===== src/rtl/cnms_ram.sv =====
// Generic single-port-write, single-port-read RAM with registered read data.
// No dependencies.
`default_nettype none
module cnms_ram #(
   parameter int WIDTH = 8,
   parameter int DEPTH = 16
) (
   input  wire logic                     clock,
   input  wire logic                     wr_en,
   input  wire logic [$clog2(DEPTH)-1:0] wr_addr,
   input  wire logic [WIDTH-1:0]         wr_data,
   input  wire logic                     rd_en,
   input  wire logic [$clog2(DEPTH)-1:0] rd_addr,
   output logic      [WIDTH-1:0]         rd_data
);
   logic [WIDTH-1:0] mem_ff [DEPTH];
   logic [WIDTH-1:0] rd_data_ff;

   always_ff @(posedge clock) begin
      if (wr_en) begin
         mem_ff[wr_addr] <= wr_data;
      end
      if (rd_en) begin
         rd_data_ff <= mem_ff[rd_addr];
      end
   end

   assign rd_data = rd_data_ff;
endmodule
`default_nettype wire


===== config.mk =====
export PLATFORM = sky130hd
export DESIGN_NAME = cnms_ram
export DESIGN_NICKNAME = d
export VERILOG_FILES = /design/src/rtl/cnms_ram.sv
export SDC_FILE = /design/constraint.sdc
export NUM_CORES = 1
export LEC_CHECK = 0
export ABC_CLOCK_PERIOD_IN_PS = 3250
export BUFFER_PORTS_ARGS = -buffer_cell sky130_fd_sc_hd__buf_2
export CAP_MARGIN = 10
export CORE_MARGIN = 10
export CORE_UTILIZATION = 35
export CTS_BUF_LIST = sky130_fd_sc_hd__clkbuf_8 sky130_fd_sc_hd__clkbuf_16
export CTS_CLUSTER_DIAMETER = 200
export DETAILED_ROUTE_END_ITERATION = 16
export GPL_ROUTABILITY_DRIVEN = 0
export PLACE_DENSITY = 0.49
export SYNTH_ARGS = -nofsm -noshare
export SYNTH_HDL_FRONTEND = slang
export SYNTH_SLANG_ARGS = --single-unit

===== constraint.sdc =====
create_clock -name clock -period 3.25 [get_ports clock]
set_input_delay 0.4875 -clock clock [delete_from_list [all_inputs] [get_ports clock]]
set_output_delay 0.4875 -clock clock [all_outputs]
set_load 0.005 [all_outputs]

Word-level counts from Yosys, hierarchy flattened
Memories as Yosys holds them, arrays and structs flattened. A register that Yosys moved wholly into a read port is not among the register bits.
Cells that the tools add are included.
{"block": "op_classes", "n_mux": 2}
{"operator": "$mux 1", "n": 2}
{"block": "totals", "in_bits": 19, "n_memories": 1, "ram_bits": 128, "elab_cells": 3, "out_inout_bits": 8, "regBits": 0}
{"name": "mem_ff", "depth": 16, "word_bits": 8, "rd": 1, "rd_ports_with_merged_regs": 1, "wr": 1, "line_no": "16", "rtl": "logic [WIDTH-1:0] mem_ff [DEPTH];"}

Logic depth before layout (Yosys ltp)
{"block": "depth", "ltp_word": 2, "mapped_depth": 5, "mapped_depth_nobuf": 3}

Worst setup path before layout
OpenSTA, ideal clock, no wires.
{"block": "synth_timing", "path_type": "input to register", "from": "input port wr_addr[2]", "to": "memory mem_ff[0][0], enable pin", "cell_stages": 2, "arrival_time_ns": 1.597, "setup_ns": 0.383, "path_buffers": 0, "path_slack_ns": 1.270, "path_cell_list": "or3b_2 > nor3_1"}
{"element": "from (decl)", "line_no": "10", "rtl": "input wire logic [$clog2(DEPTH)-1:0] wr_addr,"}
{"element": "to (decl)", "line_no": "16"}
No word-level cell before the write port.

==> run_results.csv <==
group,metric,value,unit
logic_synthesis,synth_top_family_by_area,"multiplexers",
min_path,holdPathStages,1,
routing,vias_per_cell,5.053,
routing,route.met2.wl,4970,um
power,cellPowerDensity,663.0,mW/mm^2
critical_path,worstReg2RegEnd,"rd_data[4]",
clocking,clock-sinks,136,
flow_run,drv_cap,0,
routing,routed.top_layer,"met4",
cells_and_area,final_util,0.4275,
floorplan,dieArea,0.02022,sq mm
cells_and_area,fillers,1254,
critical_path,critPathLaunchType,"input pin",
logic_synthesis,synth_mux_area_frac,0.1479,
critical_path,critPathLaunch,"rd_addr[1]",
critical_path,cp_data_required_time,3.42,ns
floorplan,rows,44,
logic_synthesis,synth-simple-area-share,0.03135,
clocking,cts_resized,0,
routing,firstDrtPassIters,4,
logic_synthesis,synthArstFlopShare,0,
sta,min_period_over_period,0.5506,
clocking,insertion_delay,0.42,ns
critical_path,arrival,1.96,ns
logic_synthesis,yosysMostFrequentCell,"edfxtp_1",
min_path,worstHoldStart,"rd_en",
place,dpl-instance-area,0.005627,sq mm
min_path,min_to,"rd_data[1]",
sta,finalSetupViolCount,0,
logic_synthesis,ys_ff_latch,136,
clocking,cts_buffers,17,
critical_path,reg2reg_from,"mem_ff[9][4]",
routing,wl_per_cell,22.75,um
sta,skew,0.008066,ns
critical_path,setup.worst_path.end_class,"register",
routing,totalWireLength,10830,um
clocking,root_buffer,"clkbuf_16",
clocking,clkTransAtPathRegs,0.05,ns
routing,via_count,2405,
global_route,grt_pass1_wl,16460,um
logic_synthesis,synth_commonest_cells,"edfxtp_1 (136), mux4_2 (18), a22oi_1 (16)",
global_route,track_usage,0.1153,
sta,period_needed,1.789,ns
power,ir_drop,0.5672,mV
sta,max_slew.worst_pin.slew,0.9519,ns
logic_synthesis,synth_fa_ha_area_frac,0,
logic_synthesis,synth_cell_types,18,
routing,wl_met1,5112,um
routing,drcViolationCount,0,
logic_synthesis,syn_avg_cell_area,22.83,sq um
clocking,cts_buffer_depth,2,
min_path,hold_class,"in -> reg",
logic_synthesis,synth_edf_count,136,
logic_synthesis,yosys.area.top_type_share,0.7812,
logic_synthesis,yosys_most_used_dff,"edfxtp_1",
cells_and_area,final_nets,298,
sta,rsz0062_at_grt,"no",
cells_and_area,area_delta_synth_final,19.32,%
floorplan,core_region_area,0.01459,sq mm
sta,slew_headroom,0.3630,
logic_synthesis,synth_area_leaders,"edfxtp_1 (78%), mux4_2 (7.8%), mux4_1 (7.0%), a22oi_1 (2.3%), nor2_1 (0.93%)",
logic_synthesis,netlist_area,0.005228,sq mm
routing,wl_met3,570,um
clocking,hold_buffers,0,
clocking,cts_tree,"built",
logic_synthesis,synth_fp_nets,248,
clocking,postCtsSetupBuffers,0,
cells_and_area,drive_gt1_frac,0.3048,
floorplan,start_util,0.3583,
logic_synthesis,synth_warnings,0,
critical_path,crit_fanout,20,
clocking,h-tree-depth,4,
routing,drt_iter0_markers,268,
floorplan,ios,27,
global_route,grt_max_degree,33,
logic_synthesis,seq_area_frac_synth,0.7812,
routing,postRouteAntennaNets,0,
sta,maxSlewViolCount,0,
critical_path,r2r_slack,1.76,ns
cells_and_area,fin_area,0.006237,sq mm
sta,setup_tns,0,ns
floorplan,die_h,142.2,um
logic_synthesis,synth_xor_area_frac,0,
global_route,antenna_found_initial,0,
place,numPortBuffers,26,
sta,clock.fmax,0.5588,GHz
sta,hold_ws,0.4364,ns
logic_synthesis,synth_cells,229,
sta,timing_hold_violations_final,0,
logic_synthesis,synth_compound_area_frac,0.02298,
power,p_leak,0.002084,uW
status,status,"finished clean",
cells_and_area,antenna_cells,0,
global_route,grt_overflow_total,0,
global_route,grt_pass1_vias,2604,
critical_path,crit_type,"in -> reg",
logic_synthesis,yosys.area.top_type,"edfxtp_1",
critical_path,reg2reg_depth,3,
floorplan,die_w,142.2,um
place,place_hpwl,6734,um
==> per-layer routing <==
metal  up-vias  GRT usage
li1       1081          -
met1      1247     0.1558
met2        65     0.1686
met3        12    0.03838
met4         0    0.04357
met5         -          0
==> cells in the final DEF, fill, tap and decap left out <==
cell type and n:
bufinv_16 4, mux4_1 14, nor3_1 4, clkinvlp_4 4, buf_4 14, nand3b_1 2, nand2b_1 2, nand2_1 9
clkinv_1 2, clkbuf_16 17, clkinv_2 3, mux4_2 18, inv_1 1, nor2b_1 1, clkinv_4 1, a22oi_1 16
nand3_1 1, nor2_1 13, edfxtp_1 136, and2_1 1, buf_12 1, buf_2 26, and2b_1 1, or3b_2 1
==> report_power, final <==
part / internal, uW / switching [uW]
registers: 1980 / 9.36
logic: 74.0 / 105
clock network: 1270 / 701
total: 3320 / 816
==> state kept, by name (all words and copies together) (netlist names) <==
| name | count |
|---|---|
| mem_ff | 128 |
| rd_data | 8 |
==> worst max-delay path by stage <==
stage                              end  cells after the start
after floorplan           mem_ff[0][0]                      2
after global placement      rd_data[5]                      5
after detailed placement    rd_data[2]                      5
after CTS                   rd_data[2]                      5
after global routing        rd_data[5]                      5
final                       rd_data[5]                      5
==> through the flow <==
step                      total power [uW]  worst slack (ns)  cells
after floorplan                       2121             1.270    229
after global placement                2205             1.004    444
after detailed placement              2208            0.9792    444
after CTS                             4169             1.426    476
after global routing                  4278             1.341    476
final                                 4135             1.461    476
==> kinds of logic after synthesis <==
logic type | count (synthesis)
simple gates | 35
compound gates | 16
flops | 136
mux | 32
buf+inv | 10
==> final cells by class <==
class | instances | area (sq um) | area share
timing repair buffer | 41 | 255.2 | 0.04092
clock buffer | 17 | 425.4 | 0.06820
tap | 184 | 230.2 | 0.03691
multi-input combinational | 83 | 1057 | 0.1695
clock inverter | 15 | 185.2 | 0.02969
sequential | 136 | 4084 | 0.6548
==> critical path, stage by stage <==
cell	delay (ns)
buf_2	0.47
buf_4	0.33
mux4_2	0.35
a22oi_1	0.23
nand2_1	0.08
No activity file was read; power rests on OpenSTA's default activity.
